File: src/hdl/wpp_pkg.sv
package wpp_pkg;

  localparam int unsigned ByteW   = 8;
  localparam int unsigned SampleW = 16;
  localparam int unsigned RateW   = 32;
  localparam int unsigned ErrW    = 3;
  localparam int unsigned KindW   = 2;
  localparam int unsigned PosW    = 6;
  localparam int unsigned AsmW    = 24;
  localparam int unsigned SumW    = 25;
  localparam int unsigned OutDataW = 56;

  localparam logic [31:0] TagRiff = 32'h4646_4952;
  localparam logic [31:0] TagWave = 32'h4556_4157;
  localparam logic [31:0] TagFmt  = 32'h2074_6D66;
  localparam logic [31:0] TagData = 32'h6174_6164;

  localparam logic [PosW-1:0] PosRiff    = 6'd3;
  localparam logic [PosW-1:0] PosWave    = 6'd11;
  localparam logic [PosW-1:0] PosFmt     = 6'd15;
  localparam logic [PosW-1:0] PosFmtSize = 6'h13;
  localparam logic [PosW-1:0] PosEncode  = 6'h15;
  localparam logic [PosW-1:0] PosChannel = 6'h17;
  localparam logic [PosW-1:0] PosRate    = 6'h1B;
  localparam logic [PosW-1:0] PosBits    = 6'h23;
  localparam logic [PosW-1:0] PosTag     = 6'd3;
  localparam logic [PosW-1:0] PosSize    = 6'd7;

  localparam logic [31:0] MinFmtSize = 32'd16;
  localparam logic [15:0] EncPcm     = 16'd1;
  localparam logic [15:0] Bits16     = 16'd16;
  localparam logic [15:0] Bits24     = 16'd24;

  typedef enum logic [2:0] {
    PH_HEADER,
    PH_SKIP,
    PH_CHUNK_HDR,
    PH_DATA,
    PH_DONE,
    PH_FAILED
  } phase_t;

  typedef enum logic [KindW-1:0] {
    KIND_SAMPLE = 2'd0,
    KIND_FORMAT = 2'd1,
    KIND_ERROR  = 2'd2
  } kind_t;

  typedef enum logic [ErrW-1:0] {
    ERR_TAGS     = 3'd0,
    ERR_NOT_PCM  = 3'd1,
    ERR_CHANNELS = 3'd2,
    ERR_BITS     = 3'd3,
    ERR_DATA     = 3'd4
  } err_t;

  typedef struct packed {
    logic               valid;
    kind_t              kind;
    logic [SampleW-1:0] sample;
    logic [RateW-1:0]   rate;
    err_t               err;
  } res_t;

endpackage

File: src/hdl/wpp_parser.sv
module wpp_parser (
  input  logic                      clk,
  input  logic                      rst,
  input  logic                      en,
  input  logic [wpp_pkg::ByteW-1:0] file_byte,
  input  logic                      end_of_file,
  output wpp_pkg::res_t             res,
  output wpp_pkg::phase_t           phase
);

  wpp_pkg::phase_t               phase_next;
  logic [wpp_pkg::PosW-1:0]      byte_position, byte_position_next;
  logic [31:0]                   chunk_remaining, chunk_remaining_next;
  logic [31:0]                   field_shift, field_shift_next;
  logic [1:0]                    channel_count, channel_count_next;
  logic [1:0]                    bytes_per_sample, bytes_per_sample_next;
  logic [wpp_pkg::AsmW-1:0]      sample_assembly, sample_assembly_next;
  logic [1:0]                    byte_in_sample, byte_in_sample_next;
  logic                          channel_index, channel_index_next;
  logic signed [wpp_pkg::SumW-1:0] channel_sum, channel_sum_next;
  logic [31:0]                   held_rate, held_rate_next;
  logic                          tag_is_data, tag_is_data_next;

  always_ff @(posedge clk) begin
    if (rst) begin
      phase            <= wpp_pkg::PH_HEADER;
      byte_position    <= '0;
      chunk_remaining  <= '0;
      field_shift      <= '0;
      channel_count    <= '0;
      bytes_per_sample <= '0;
      sample_assembly  <= '0;
      byte_in_sample   <= '0;
      channel_index    <= 1'b0;
      channel_sum      <= '0;
      held_rate        <= '0;
      tag_is_data      <= 1'b0;
    end else if (en) begin
      phase            <= phase_next;
      byte_position    <= byte_position_next;
      chunk_remaining  <= chunk_remaining_next;
      field_shift      <= field_shift_next;
      channel_count    <= channel_count_next;
      bytes_per_sample <= bytes_per_sample_next;
      sample_assembly  <= sample_assembly_next;
      byte_in_sample   <= byte_in_sample_next;
      channel_index    <= channel_index_next;
      channel_sum      <= channel_sum_next;
      held_rate        <= held_rate_next;
      tag_is_data      <= tag_is_data_next;
    end
  end

  always_comb begin
    logic [wpp_pkg::AsmW-1:0]        asm_full;
    logic                            bps3;
    logic                            complete;
    logic signed [wpp_pkg::SumW-1:0] v;
    logic signed [wpp_pkg::SumW-1:0] sum;
    logic signed [wpp_pkg::SumW-1:0] avg;
    logic [15:0]                     hi16;

    phase_next            = phase;
    byte_position_next    = byte_position;
    chunk_remaining_next  = chunk_remaining;
    field_shift_next      = {file_byte, field_shift[31:8]};
    channel_count_next    = channel_count;
    bytes_per_sample_next = bytes_per_sample;
    sample_assembly_next  = sample_assembly;
    byte_in_sample_next   = byte_in_sample;
    channel_index_next    = channel_index;
    channel_sum_next      = channel_sum;
    held_rate_next        = held_rate;
    tag_is_data_next      = tag_is_data;
    res                   = '0;
    hi16                  = field_shift_next[31:16];

    unique case (byte_in_sample)
      2'd0:    asm_full = sample_assembly | {16'd0, file_byte};
      2'd1:    asm_full = sample_assembly | {8'd0, file_byte, 8'd0};
      default: asm_full = sample_assembly | {file_byte, 16'd0};
    endcase
    bps3     = (bytes_per_sample == 2'd3);
    complete = bps3 ? (byte_in_sample == 2'd2) : (byte_in_sample != 2'd0);
    v        = bps3 ? {asm_full[23], asm_full}
                    : {{9{asm_full[15]}}, asm_full[15:0]};
    sum      = channel_sum + v;
    if (channel_count == 2'd2) begin
      avg = (sum + {{(wpp_pkg::SumW-1){1'b0}}, sum[wpp_pkg::SumW-1]}) >>> 1;
    end else begin
      avg = sum;
    end
    if (bps3) begin
      avg = avg >>> 8;
    end

    unique case (phase)
      wpp_pkg::PH_HEADER: begin
        byte_position_next = byte_position + 1'b1;
        priority if (byte_position == wpp_pkg::PosRiff && field_shift_next != wpp_pkg::TagRiff)
        begin
          res.valid = 1'b1; res.kind = wpp_pkg::KIND_ERROR; res.err = wpp_pkg::ERR_TAGS;
          phase_next = wpp_pkg::PH_FAILED;
        end else if (byte_position == wpp_pkg::PosWave
                     && field_shift_next != wpp_pkg::TagWave) begin
          res.valid = 1'b1; res.kind = wpp_pkg::KIND_ERROR; res.err = wpp_pkg::ERR_TAGS;
          phase_next = wpp_pkg::PH_FAILED;
        end else if (byte_position == wpp_pkg::PosFmt
                     && field_shift_next != wpp_pkg::TagFmt) begin
          res.valid = 1'b1; res.kind = wpp_pkg::KIND_ERROR; res.err = wpp_pkg::ERR_TAGS;
          phase_next = wpp_pkg::PH_FAILED;
        end else if (byte_position == wpp_pkg::PosFmtSize) begin
          if (field_shift_next < wpp_pkg::MinFmtSize) begin
            res.valid = 1'b1; res.kind = wpp_pkg::KIND_ERROR; res.err = wpp_pkg::ERR_TAGS;
            phase_next = wpp_pkg::PH_FAILED;
          end else begin
            chunk_remaining_next = field_shift_next - wpp_pkg::MinFmtSize;
          end
        end else if (byte_position == wpp_pkg::PosEncode && hi16 != wpp_pkg::EncPcm) begin
          res.valid = 1'b1; res.kind = wpp_pkg::KIND_ERROR; res.err = wpp_pkg::ERR_NOT_PCM;
          phase_next = wpp_pkg::PH_FAILED;
        end else if (byte_position == wpp_pkg::PosChannel) begin
          if (hi16 != 16'd1 && hi16 != 16'd2) begin
            res.valid = 1'b1; res.kind = wpp_pkg::KIND_ERROR;
            res.err = wpp_pkg::ERR_CHANNELS;
            phase_next = wpp_pkg::PH_FAILED;
          end else begin
            channel_count_next = hi16[1:0];
          end
        end else if (byte_position == wpp_pkg::PosRate) begin
          held_rate_next = field_shift_next;
        end else if (byte_position == wpp_pkg::PosBits) begin
          if (hi16 != wpp_pkg::Bits16 && hi16 != wpp_pkg::Bits24) begin
            res.valid = 1'b1; res.kind = wpp_pkg::KIND_ERROR; res.err = wpp_pkg::ERR_BITS;
            phase_next = wpp_pkg::PH_FAILED;
          end else begin
            bytes_per_sample_next = (hi16 == wpp_pkg::Bits24) ? 2'd3 : 2'd2;
            res.valid = 1'b1; res.kind = wpp_pkg::KIND_FORMAT; res.rate = held_rate;
            byte_position_next = '0;
            phase_next = (chunk_remaining != '0) ? wpp_pkg::PH_SKIP
                                                 : wpp_pkg::PH_CHUNK_HDR;
          end
        end else begin
        end
      end
      wpp_pkg::PH_SKIP: begin
        chunk_remaining_next = chunk_remaining - 1'b1;
        if (chunk_remaining_next == '0) begin
          phase_next         = wpp_pkg::PH_CHUNK_HDR;
          byte_position_next = '0;
        end
      end
      wpp_pkg::PH_CHUNK_HDR: begin
        byte_position_next = byte_position + 1'b1;
        if (byte_position == wpp_pkg::PosTag) begin
          tag_is_data_next = (field_shift_next == wpp_pkg::TagData);
        end
        if (byte_position == wpp_pkg::PosSize) begin
          byte_position_next   = '0;
          chunk_remaining_next = field_shift_next;
          if (tag_is_data) begin
            sample_assembly_next = '0;
            byte_in_sample_next  = '0;
            channel_index_next   = 1'b0;
            channel_sum_next     = '0;
            phase_next = (field_shift_next != '0) ? wpp_pkg::PH_DATA : wpp_pkg::PH_DONE;
          end else begin
            phase_next = (field_shift_next != '0) ? wpp_pkg::PH_SKIP
                                                  : wpp_pkg::PH_CHUNK_HDR;
          end
        end
      end
      wpp_pkg::PH_DATA: begin
        chunk_remaining_next = chunk_remaining - 1'b1;
        if (complete) begin
          sample_assembly_next = '0;
          byte_in_sample_next  = '0;
          if (channel_count != 2'd2 || channel_index) begin
            res.valid          = 1'b1;
            res.kind           = wpp_pkg::KIND_SAMPLE;
            res.sample         = avg[wpp_pkg::SampleW-1:0];
            channel_sum_next   = '0;
            channel_index_next = 1'b0;
          end else begin
            channel_sum_next   = sum;
            channel_index_next = 1'b1;
          end
        end else begin
          sample_assembly_next = asm_full;
          byte_in_sample_next  = byte_in_sample + 1'b1;
        end
        if (chunk_remaining_next == '0) begin
          phase_next = wpp_pkg::PH_DONE;
        end
      end
      default: begin
      end
    endcase

    if (end_of_file) begin
      if (phase_next == wpp_pkg::PH_HEADER || phase_next == wpp_pkg::PH_SKIP
          || phase_next == wpp_pkg::PH_CHUNK_HDR || phase_next == wpp_pkg::PH_DATA) begin
        res       = '0;
        res.valid = 1'b1;
        res.kind  = wpp_pkg::KIND_ERROR;
        res.err   = wpp_pkg::ERR_DATA;
      end
      phase_next            = wpp_pkg::PH_HEADER;
      byte_position_next    = '0;
      chunk_remaining_next  = '0;
      field_shift_next      = '0;
      channel_count_next    = '0;
      bytes_per_sample_next = '0;
      sample_assembly_next  = '0;
      byte_in_sample_next   = '0;
      channel_index_next    = 1'b0;
      channel_sum_next      = '0;
      held_rate_next        = '0;
      tag_is_data_next      = 1'b0;
    end
  end

endmodule

File: src/hdl/wav_pcm_parse_mono_downmix_core.sv
// A result word is registered: it appears on m_tvalid in the cycle after the file byte is taken.
// Throughput: one file byte per cycle while s_tready is high; the parser state updates on each
// taken byte, and the output register frees s_tready whenever it is empty or being drained.
// Reset: rst is synchronous, active high; it returns the parser to the RIFF header
// and empties the output register. The byte marked s_tlast also restarts the parser.
module wav_pcm_parse_mono_downmix_core (
  input  logic                         clk,
  input  logic                         rst,
  input  logic                         s_tvalid,
  output logic                         s_tready,
  input  logic [wpp_pkg::ByteW-1:0]    s_tdata,   // [7:0] file_byte
  input  logic                         s_tlast,   // end_of_file
  output logic                         m_tvalid,
  input  logic                         m_tready,
  output logic [wpp_pkg::OutDataW-1:0] m_tdata,   // [15:0] mono_sample, [47:16] sample_rate,
                                                  // [50:48] error_code, [55:51] zero
  output logic [wpp_pkg::KindW-1:0]    m_tuser    // [1:0] result_kind
);

  wpp_pkg::res_t   res;
  wpp_pkg::phase_t phase;
  logic            accept;

  assign s_tready = !m_tvalid || m_tready;
  assign accept   = s_tvalid && s_tready;

  wpp_parser u_parser (
    .clk         (clk),
    .rst         (rst),
    .en          (accept),
    .file_byte   (s_tdata),
    .end_of_file (s_tlast),
    .res         (res),
    .phase       (phase)
  );

  always_ff @(posedge clk) begin
    if (rst) begin
      m_tvalid <= 1'b0;
    end else if (s_tready) begin
      m_tvalid <= accept && res.valid;
    end
  end

  always_ff @(posedge clk) begin
    if (s_tready) begin
      m_tdata <= {5'd0, res.err, res.rate, res.sample};
      m_tuser <= res.kind;
    end
  end

`ifndef SYNTHESIS
  a_eof_restarts: assert property (@(posedge clk) disable iff (rst)
    accept && s_tlast |=> phase == wpp_pkg::PH_HEADER)
    else $error("parser did not restart after end of file");

  a_sample_clean: assert property (@(posedge clk) disable iff (rst)
    m_tvalid && m_tuser == wpp_pkg::KIND_SAMPLE |-> m_tdata[55:16] == '0)
    else $error("sample word carries rate or error bits");

  a_no_kind3: assert property (@(posedge clk) disable iff (rst)
    m_tvalid |-> m_tuser != 2'd3)
    else $error("undefined result kind");

  a_format_clean: assert property (@(posedge clk) disable iff (rst)
    m_tvalid && m_tuser == wpp_pkg::KIND_FORMAT |-> m_tdata[15:0] == '0
      && m_tdata[55:48] == '0)
    else $error("format word carries sample or error bits");
`endif

endmodule

File: config.mk
export PLATFORM = sky130hd
export DESIGN_NAME = wav_pcm_parse_mono_downmix_core
export DESIGN_NICKNAME = d
export VERILOG_FILES = /design/src/hdl/wpp_pkg.sv /design/src/hdl/wpp_parser.sv /design/src/hdl/wav_pcm_parse_mono_downmix_core.sv
export SDC_FILE = /design/constraint.sdc
export NUM_CORES = 1
export LEC_CHECK = 0
export ABC_AREA = 1
export CORE_ASPECT_RATIO = 1.4
export CORE_MARGIN = 5
export CORE_UTILIZATION = 50
export CTS_CLUSTER_DIAMETER = 50
export DETAILED_ROUTE_END_ITERATION = 10
export DONT_BUFFER_PORTS = 1
export HOLD_SLACK_MARGIN = 0.15
export PLACE_DENSITY = 0.75
export SYNTH_ARGS = -nofsm -noshare
export SYNTH_HDL_FRONTEND = slang
export SYNTH_SLANG_ARGS = --single-unit
File: constraint.sdc
create_clock -name clk -period 5 [get_ports clk]
set_clock_uncertainty 0.1 [all_clocks]
set_input_delay 0 -clock clk [delete_from_list [all_inputs] [get_ports clk]]
set_output_delay 0 -clock clk [all_outputs]
set_load 0.05 [all_outputs]
==> flow_metrics.tcl, run 1 <==
set metrics [dict create \
    gp_congestion 1.00 \
    switching_share_pct 33.6 \
    pre_cts_ws_ns 0.166 \
    ys_async_sr_fraction_pct 0 \
    rr_startpoint "u_parser.byte_in_sample[0]$_SDFFE_PP0P_" \
    p_int_uw 3120 \
    cpMaxStageDelayCell "fa_2" \
    status "finished clean" \
    synthDistinctLibCells 54 \
    clk-insertion-delay-late_ns 0.54 \
    clockRootBuffer "clkbuf_16" \
    fin_ws_ns 0.417 \
    tightest_slew_ns 1.06 \
    reg2reg_depth 32 \
    synth.mux.area_fraction_pct 0 \
    leakage_uw 0.00703 \
    drt_iter0_drc 1166 \
    cp_max_fo 9 \
    synth_fa_ha_area_share_pct 3.56 \
    hold_slack_ns 0.179 \
    slew_violations 0 \
    totalWireLength_um 48400 \
    min_from "s_tdata[4]" \
    fin_crit_sh_pct 91.7 \
    antenna_left 0 \
    first_pass_iters 6 \
    hold_class "primary input to flop" \
    grt_pass1_vias 14448 \
    reg2reg_to "m_tdata[9]$_DFFE_PN_" \
    die_x_um 153 \
    final_cell_mix "nand2_1, inv_1, nor2_1, a21oi_1, dfxtp_1" \
    crit_path_frequent_cell "nand2_1" \
    cts_buffers 25 \
    layout.nets 2287 \
    start_util_pct 50.4 \
    cp-end-kind "flop" \
    synth-warning-count 0 \
    drive_gt1_share_pct 7.74 \
    finalHoldViolCount 0 \
    vias 14954 \
    final.min_clock_period_ns 4.58 \
    io_pins 73 \
    grt_max_degree 60 \
    synth_compound_area_share_pct 16.7 \
    clkPwrFrac_pct 38.1 \
    combPwrFrac_pct 20.7 \
    viasPerCell 5.70 \
    antenna_found_initial 1 \
    synthSimpleGateAreaFrac_pct 34.6 \
    cp.depth 32 \
    synth_top_family_by_area "simple AND/OR/NAND/NOR gates" \
    portBuffers 0 \
    slew_headroom_pct 29.3 \
    seq_area_frac_synth_pct 32.9 \
    max_freq_mhz 218 \
    seqPwrFrac_pct 41.2 \
    postSynthCellCount 2235 \
    synth_area_per_cell_um2 6.39 \
    crit_end "m_tdata[9]$_DFFE_PN_" \
    crit_path_start_kind "flop" \
    rows 73 \
    ff2ff_setup_slack_ns 0.42 \
    critPathBufInv 5 \
    path_clk_slew_ns 0.06 \
    setup_viol 0 \
    dpl.hpwl_um 36900 \
    cts_tree "yes" \
    syn-cell-area_um2 14300 \
    drc 0 \
    power.switching_uw 1580 \
    path_class "flop to flop" \
    worstSetupStartpoint "u_parser.byte_in_sample[0]$_SDFFE_PP0P_" \
    crit_family "simple AND/OR/NAND/NOR gates" \
    grt.total_usage_pct 29.0 \
    crit_arrival_ns 4.78 \
    clock_path_buffers 3 \
    maxCapViolations 0 \
    synth_seq_cells 208 \
    cp.required_ns 5.20 \
    wl_per_cell_um 18.4 \
    synth-edff-count 53 \
    overflow 0 \
    cts_max_level 1 \
    power_density_nw_per_um2 299 \
    max_stage_delay_ns 0.40 \
    cts_num_sinks 208 \
    coreArea_um2 28300 \
    vdd_drop_max_mv 0.216 \
    die_y_um 210 \
    final_common_cell "nand2_1" \
    grt_pass1_wl_um 74900 \
    synthXorXnorAreaFrac_pct 1.04 \
    syn2layout_area_growth_pct 10.1 \
    synth_top_flop_cell "dfxtp_1" \
    die_area_um2 32100 \
]
-- layer usage --
metal  track usage (%)  share of wire, %  wire length, um
met5                 0                 0                0
met3              3.55               5.8             2800
met2              52.8                50            24300
met4              24.5                10             4880
met1              29.2                34            16500
-- timing repair --
item | 4_1_cts | 5_1_grt
gates resized for setup | 0 | 28
endpoints found under the hold margin | 259 | 0
endpoints found under the setup margin | 0 | 8
hold buffers | 25 | 0
setup buffers | 0 | 0
-- power groups by stage --
stage	sequential [uW]	combinational, uW	clock (uW)
2_1_floorplan	1940	692	0
4_1_cts	1930	950	1810
5_1_grt	1940	1080	1890
6_report	1930	973	1790
3_5_place_dp	1970	912	0
3_3_place_gp	1970	897	0
-- sequential cells by signal, summed over array words and instances, names as in the netlist, 2 cells and up --
signal,count
u_parser.channel_sum,25
m_tuser,2
u_parser.chunk_remaining,32
u_parser.byte_position,6
u_parser.bytes_per_sample,2
u_parser.sample_assembly,24
m_tdata,51
u_parser.channel_count,2
u_parser.byte_in_sample,2
u_parser.held_rate,32
u_parser.phase,3
u_parser.field_shift,24
-- how the worst min path moves through the flow --
stage,slack [ns],to,cells past startpoint
finish,0.18,u_parser.sample_assembly[4]$_SDFFE_PP0P_,3
global route,0.22,u_parser.sample_assembly[4]$_SDFFE_PP0P_,3
CTS,0.15,m_tuser[1]$_DFFE_PN_,9
detailed placement,-0.02,m_tvalid$_SDFFE_PP0N_,1
global placement,-0.03,m_tvalid$_SDFFE_PP0N_,1
floorplan,0.04,m_tvalid$_SDFFE_PP0N_,2
-- cell type report --
class                      count  area (um^2)
timing repair buffer          42          398
inverter                     334         1260
sequential                   208         4700
antenna                        1         2.50
clock buffer                  30          674
clock inverter                12          135
fill                        2828        12600
multi-input combinational   1623         8080
tap                          375          469
-- per-stage QoR --
stage	instances	power (uW)	util (%)	area (um^2)	setup TNS (ns)
after floorplan	2239	2640	-	14300	0
after global placement	2557	2860	51.4	14600	0
after detailed placement	2557	2880	51.4	14600	0
after CTS	2624	4690	55.2	15600	0
after global routing	2624	4910	55.5	15700	-0.0188
final	2625	4700	55.5	15700	0
-- kinds of logic after synthesis --
logic type / after synthesis
adders and majority gates: 40
other: 1
and+or+nand+nor: 1135
DFF: 208
AOI/OAI and AO/OA: 426
xor gates and xnor gates: 17
buffers and inverters: 408
-- Yosys cell counts (26+ instances only) --
cell | instances | share of area (%)
o22ai_1 | 32 | 1.4
dfxtp_1 | 155 | 22
nand3_1 | 152 | 5.3
a21oi_1 | 156 | 5.5
nor2_2 | 36 | 1.6
a211oi_1 | 26 | 1.4
edfxtp_1 | 53 | 11
o21ai_0 | 158 | 5.5
nand4_1 | 40 | 1.8
inv_1 | 319 | 8.4
ha_1 | 39 | 3.4
nor3_1 | 27 | 0.95
clkbuf_1 | 47 | 1.2
nand2_1 | 524 | 14
nor2_1 | 304 | 8.0
-- tightest hold or removal path, cell delays in order --
cell	delay, ns
dlygate4sd3_1	0.60
nand3_1	0.10
a21oi_1	0.05
Power figures use the tool's default switching activity.
==> inputs of run 2 (changes only) <==
Settings changed: PLACE_DENSITY 0.75 to default.
==> run 2 against run 1 <==
  * Final cell count grew 1.1%
  * Largest cell class unchanged
  * Via count shrank 1.1%
  * Critical endpoint unchanged
  * Final area grew 3.1%
  * Register-to-register slack lost 0.10 ns
==> flow_metrics.tcl, run 2 (same netlist as run 1, synthesis figures left out) <==
set metrics [dict create \
    cpMaxStageDelayCell "dfxtp_1" \
    grt_max_degree 56 \
    portBuffers 0 \
    rows 73 \
    die_x_um 153 \
    drc 0 \
    drive_gt1_share_pct 9.04 \
    io_pins 73 \
    syn2layout_area_growth_pct 13.5 \
    cp-end-kind "flop" \
    largest_reg_flops 51 \
    dpl.hpwl_um 39200 \
    vias 14790 \
    multi_input_area_um2 8130 \
    dpl_cell_area_um2 14600 \
    cts_max_level 1 \
    grt.total_usage_pct 30.4 \
    cp.required_ns 5.23 \
    max_freq_mhz 213 \
    top_layer "met4" \
    crit_arrival_ns 4.91 \
    stdcell_count 2655 \
    viasPerCell 5.57 \
    placed_cells 2564 \
    path_class "flop to flop" \
    clockRootBuffer "clkbuf_16" \
    die_area_um2 32100 \
    wl_met2_um 26500 \
    fin_crit_sh_pct 93.7 \
    crit_path_start_kind "flop" \
    clk-insertion-delay-late_ns 0.58 \
    seq_area_um2 4690 \
    antenna_left 0 \
    final_core_util_pct 57.2 \
    totalWireLength_um 50700 \
    start_util_pct 50.4 \
    slew_headroom_pct 34.0 \
    finalHoldViolCount 0 \
    final.min_clock_period_ns 4.68 \
    cp_max_fo 9 \
    cts_tree "yes" \
    cts_buffers 30 \
    setup_viol 0 \
    clock_path_buffers 3 \
    critPathBufInv 6 \
    power_density_nw_per_um2 325 \
    final_common_cell "nand2_1" \
    vdd_drop_max_mv 0.272 \
    layout.nets 2309 \
    antenna_cells 0 \
    reg_top3 "m_tdata: 51 flops, u_parser.chunk_remaining: 32 flops, u_parser.held_rate: 32 flops" \
    path_clk_slew_ns 0.06 \
    leakage_uw 0.00724 \
    stdcell_area_um2 16200 \
    maxCapViolations 0 \
    antenna_found_initial 0 \
    pre_cts_ws_ns 0.0375 \
    cts_num_sinks 208 \
    tightest_slew_ns 0.988 \
    top_register "m_tdata" \
    hold_class "primary input to flop" \
    overflow 0 \
    drt_iter0_drc 995 \
    fill_cells 2881 \
    hold_slack_ns 0.162 \
    slew_violations 0 \
    gp_congestion 0.995 \
    status "finished clean" \
    wl_per_cell_um 19.1 \
    max_stage_delay_ns 0.30 \
    grt_pass1_wl_um 77700 \
    final_cell_mix "nand2_1, inv_1, nor2_1, a21oi_1, dfxtp_1" \
    grt_pass1_vias 14436 \
    coreArea_um2 28300 \
    die_y_um 210 \
    met3_length_um 1740 \
    fin_ws_ns 0.315 \
    first_pass_iters 5 \
    wl_met1_um 17600 \
    crit_family "simple AND/OR/NAND/NOR gates" \
]
-- run 2: changes by cell type in the layout (fill, tap and decap cells not counted), sizes merged --
cell         before  now
diode             1    0
buf              19   28
clkbuf           30   34
clkinvlp          1    5
dlygate4sd3      23   31
inv             334  335
bufinv            1    6
-- run 2: worst register-to-register path: cells and delay by family (launching register included) --
| kind | cells | cell delay (ns) |
|---|---|---|
| AOI/OAI and AO/OA | 4 | 0.86 |
| adders and majority gates | 3 | 0.69 |
| buffers and inverters | 6 | 0.55 |
| DFF | 1 | 0.30 |
| and+or+nand+nor | 18 | 1.95 |
-- run 2: path summary, 6_finish.rpt --
kind / from / end / slack [ns] / cells after the start
worst max-delay path: u_parser.byte_in_sample[1]$_SDFFE_PP0P_ / m_tdata[9]$_DFFE_PN_ / 0.32 / 31
worst min-delay path: s_tdata[3] / m_tuser[1]$_DFFE_PN_ / 0.16 / 10
worst max register to register: u_parser.byte_in_sample[1]$_SDFFE_PP0P_ / m_tdata[9]$_DFFE_PN_ / 0.32 / 31
worst min register to register: u_parser.held_rate[15]$_SDFFE_PP0P_ / u_parser.held_rate[15]$_SDFFE_PP0P_ / 0.35 / 2
-- run 2: stage by stage --
step	setup TNS, ns	power [uW]
2_1_floorplan	0	2640
3_3_place_gp	0	2890
3_5_place_dp	0	2900
4_1_cts	0	5280
5_1_grt	-0.0199	5500
6_report	0	5270
-- run 2: layout make-up --
cell class              count  area share [%]
repair buffers             59            3.37
clock inverters            22            1.90
clock buffers              34            4.92
well taps                 375            2.90
multi-input cells        1623            50.2
inverters                 334            7.75
flip-flops and latches    208            29.0
-- run 2: power breakdown --
| group | internal (uW) | switching [uW] |
|---|---|---|
| clock network | 1470 | 870 |
| logic | 292 | 704 |
| registers | 1810 | 127 |
-- run 2: layer usage --
metal | up-vias | GRT usage [%]
li1 | 7330 | -
met1 | 6818 | 29.8
met2 | 444 | 57.2
met3 | 198 | 3.18
met4 | 0 | 25.1
met5 | - | 0
-- run 2: timing repair --
| item | CTS | global route |
|---|---|---|
| endpoints found under the setup margin | 0 | 8 |
| gates resized for setup | 0 | 39 |
| hold buffers | 33 | 0 |
| buffers inserted | 0 | 2 |
| endpoints found under the hold margin | 258 | 0 |
==> inputs of run 3 (changes only) <==
Settings changed: ABC_AREA 1 to 0.
==> run 3 against run 2 <==
  * Largest cell class unchanged
  * Clock-buffer cell count shrank 4
  * First-iteration DRC count is 14% lower
  * Critical endpoint is now m_tdata[15]$_DFFE_PN_
  * Via count shrank 15%
==> flow_metrics.tcl, run 3 <==
set metrics [dict create \
    drive_gt1_share_pct 9.83 \
    stdcell_area_um2 14600 \
    dpl_cell_area_um2 13400 \
    crit_chain "inv_1, ha_2, or3b_4, nand2_4, o21ai_0, ha_1, nand4_1, or4_4, o221ai_4, xor2_1, and2_1, ha_2, nand4_1, nor2_2, nand4_1, or3_4, o31a_1, o32a_1, a211oi_1" \
    totalWireLength_um 43100 \
    final_core_util_pct 57.5 \
    status "finished clean" \
    reg_top3 "m_tdata: 51 flops, u_parser.chunk_remaining: 32 flops, u_parser.held_rate: 32 flops" \
    finalHoldViolCount 0 \
    antenna_found_initial 1 \
    grt_pass1_wl_um 66900 \
    seq_area_frac_synth_pct 36.3 \
    rr_startpoint "u_parser.byte_in_sample[1]$_SDFFE_PP0P_" \
    maxCapViolations 0 \
    report.power.total_uw 4190 \
    coreArea_um2 25500 \
    rsz0062_at_grt "true" \
    dpl.hpwl_um 30200 \
    syn-cell-area_um2 12900 \
    antenna_left 0 \
    path_class "flop to flop" \
    cts_buffers 24 \
    synth_top_area_share_pct 24.0 \
    combPwrFrac_pct 11.5 \
    synth_top_area_cell "dfxtp_1" \
    power_density_nw_per_um2 286 \
    clk-insertion-delay-late_ns 0.53 \
    pre_cts_ws_ns 0.0457 \
    fin_ws_ns 0.119 \
    hold_slack_ns 0.161 \
    synth_top_flop_cell "dfxtp_1" \
    p_int_uw 3040 \
    vias 12592 \
    die_area_um2 29200 \
    syn2layout_area_growth_pct 13.1 \
    cts_num_sinks 208 \
    postSynthCellCount 1665 \
    largest_reg_flops 51 \
    crit_path_frequent_cell "nand4_1" \
    vdd_drop_max_mv 0.242 \
    synth-edff-count 53 \
    ff2ff_setup_slack_ns 0.12 \
    slew_headroom_pct 20.9 \
    final_common_cell "nand2_1" \
    final.min_clock_period_ns 4.88 \
    fin_crit_sh_pct 97.6 \
    cts_tree "yes" \
    cp.required_ns 5.26 \
    drt_iter0_drc 859 \
    synthTopCellsByArea "dfxtp_1, edfxtp_1, a21oi_1" \
    grt_max_degree 107 \
    cpMaxStageDelayCell "or4_4" \
    crit_path_start_kind "flop" \
    first_pass_iters 5 \
    seq_area_um2 4690 \
    viasPerCell 6.27 \
    grt.total_usage_pct 28.3 \
    multi_input_area_um2 7750 \
    setup_viol 0 \
    yosysMostFrequentCell "nand2_1" \
    hold_class "primary input to flop" \
    power.switching_uw 1150 \
    switching_share_pct 27.5 \
    synth_area_per_cell_um2 7.77 \
    path_clk_slew_ns 0.06 \
    overflow 0 \
    leakage_uw 0.00536 \
    crit_end "m_tdata[15]$_DFFE_PN_" \
    slew_violations 0 \
    die_x_um 146 \
    grt_pass1_vias 12175 \
    tightest_slew_ns 1.16 \
    drc 0 \
    clkPwrFrac_pct 43.8 \
    cp_max_fo 8 \
    wl_per_cell_um 21.5 \
    fill_cells 2414 \
    worstSetupStartpoint "u_parser.byte_in_sample[1]$_SDFFE_PP0P_" \
    io_pins 73 \
    crit_arrival_ns 5.14 \
    cp-end-kind "flop" \
    clockRootBuffer "clkbuf_16" \
    synth_common_cells "nand2_1, a21oi_1, dfxtp_1" \
    seqPwrFrac_pct 44.6 \
    synthDistinctLibCells 83 \
    die_y_um 200 \
    rows 69 \
    layout.nets 1723 \
    top_register "m_tdata" \
    synth-warning-count 0 \
    max_stage_delay_ns 0.49 \
    final_cell_mix "nand2_1, a21oi_1, dfxtp_1, nor2_1, o21ai_0" \
    max_freq_mhz 205 \
    synth_seq_cells 208 \
    ys_async_sr_fraction_pct 0 \
    reg2reg_to "m_tdata[15]$_DFFE_PN_" \
    portBuffers 0 \
    clock_path_buffers 3 \
    cts_max_level 1 \
    start_util_pct 50.8 \
    reg2reg_depth 19 \
    gp_congestion 0.934 \
]
-- run 3: worst min path at each step --
| stage | cells past startpoint | start | slack (ns) | to |
|---|---|---|---|---|
| 5_1_grt | 5 | s_tdata[3] | 0.19 | u_parser.channel_sum[3]$_SDFFE_PP0P_ |
| 2_1_floorplan | 2 | s_tvalid | 0.05 | m_tvalid$_SDFFE_PP0N_ |
| 4_1_cts | 5 | s_tdata[0] | 0.15 | u_parser.phase[0]$_SDFFE_PP0P_ |
| 3_5_place_dp | 1 | rst | -0.01 | u_parser.chunk_remaining[19]$_SDFFE_PP0P_ |
| 6_report | 5 | s_tdata[3] | 0.16 | u_parser.channel_sum[4]$_SDFFE_PP0P_ |
| 3_3_place_gp | 1 | rst | -0.01 | u_parser.byte_position[1]$_SDFFE_PP0P_ |
-- run 3: worst max-delay path, delay by kind of cell (launching register included) --
family	cells	cell delay [ns]
and+or+nand+nor	9	2.17
adders and majority gates	3	0.77
xor gates and xnor gates	1	0.24
buffers and inverters	1	0.12
AOI/OAI and AO/OA	5	1.00
DFF	1	0.32
-- run 3: power by group through the flow --
stage               Combinational, uW  Clock [uW]  Sequential [uW]
global placement                  413           0             1900
finish                            483        1840             1870
detailed placement                413           0             1900
floorplan                         348           0             1880
CTS                               476        1870             1870
global route                      526        1940             1870
-- run 3: what timing repair did --
| item | 4_1_cts | 5_1_grt |
|---|---|---|
| endpoints found under the hold margin | 165 | 0 |
| setup endpoints to repair | 0 | 10 |
| buffers inserted | 0 | 2 |
| hold buffers | 27 | 0 |
| gates resized for setup | 0 | 20 |
-- run 3: layout make-up --
cell class	instances	area share, %
Clock buffer	30	4.54
Tap cell	319	2.73
Clock inverter	14	1.20
Timing Repair Buffer	96	5.63
Multi-Input combinational cell	1307	53.0
Sequential cell	208	32.1
Antenna cell	1	0.0171
Inverter	33	0.847
-- run 3: stage by stage --
step	std cells	TNS (ns)
after floorplan	1669	0
after global placement	1934	0
after detailed placement	1934	0
after CTS	2005	0
after global routing	2008	-0.138
final	2008	0
-- run 3: cells by family after synthesis --
group / Yosys count / share of synthesized area, %
compound gates: 499 / 24.0
xor+xnor: 41 / 2.78
fa+ha+maj: 40 / 3.93
buf+inv: 154 / 4.90
flops: 208 / 36.3
mux: 7 / 0.551
other cells: 1 / 0.0290
simple gates: 715 / 27.5
-- run 3: routing by layer --
metal	share of wire [%]	track usage, %
met5	0	0
met3	5.6	4.07
met4	6.7	17.0
met1	37	30.9
met2	51	51.3
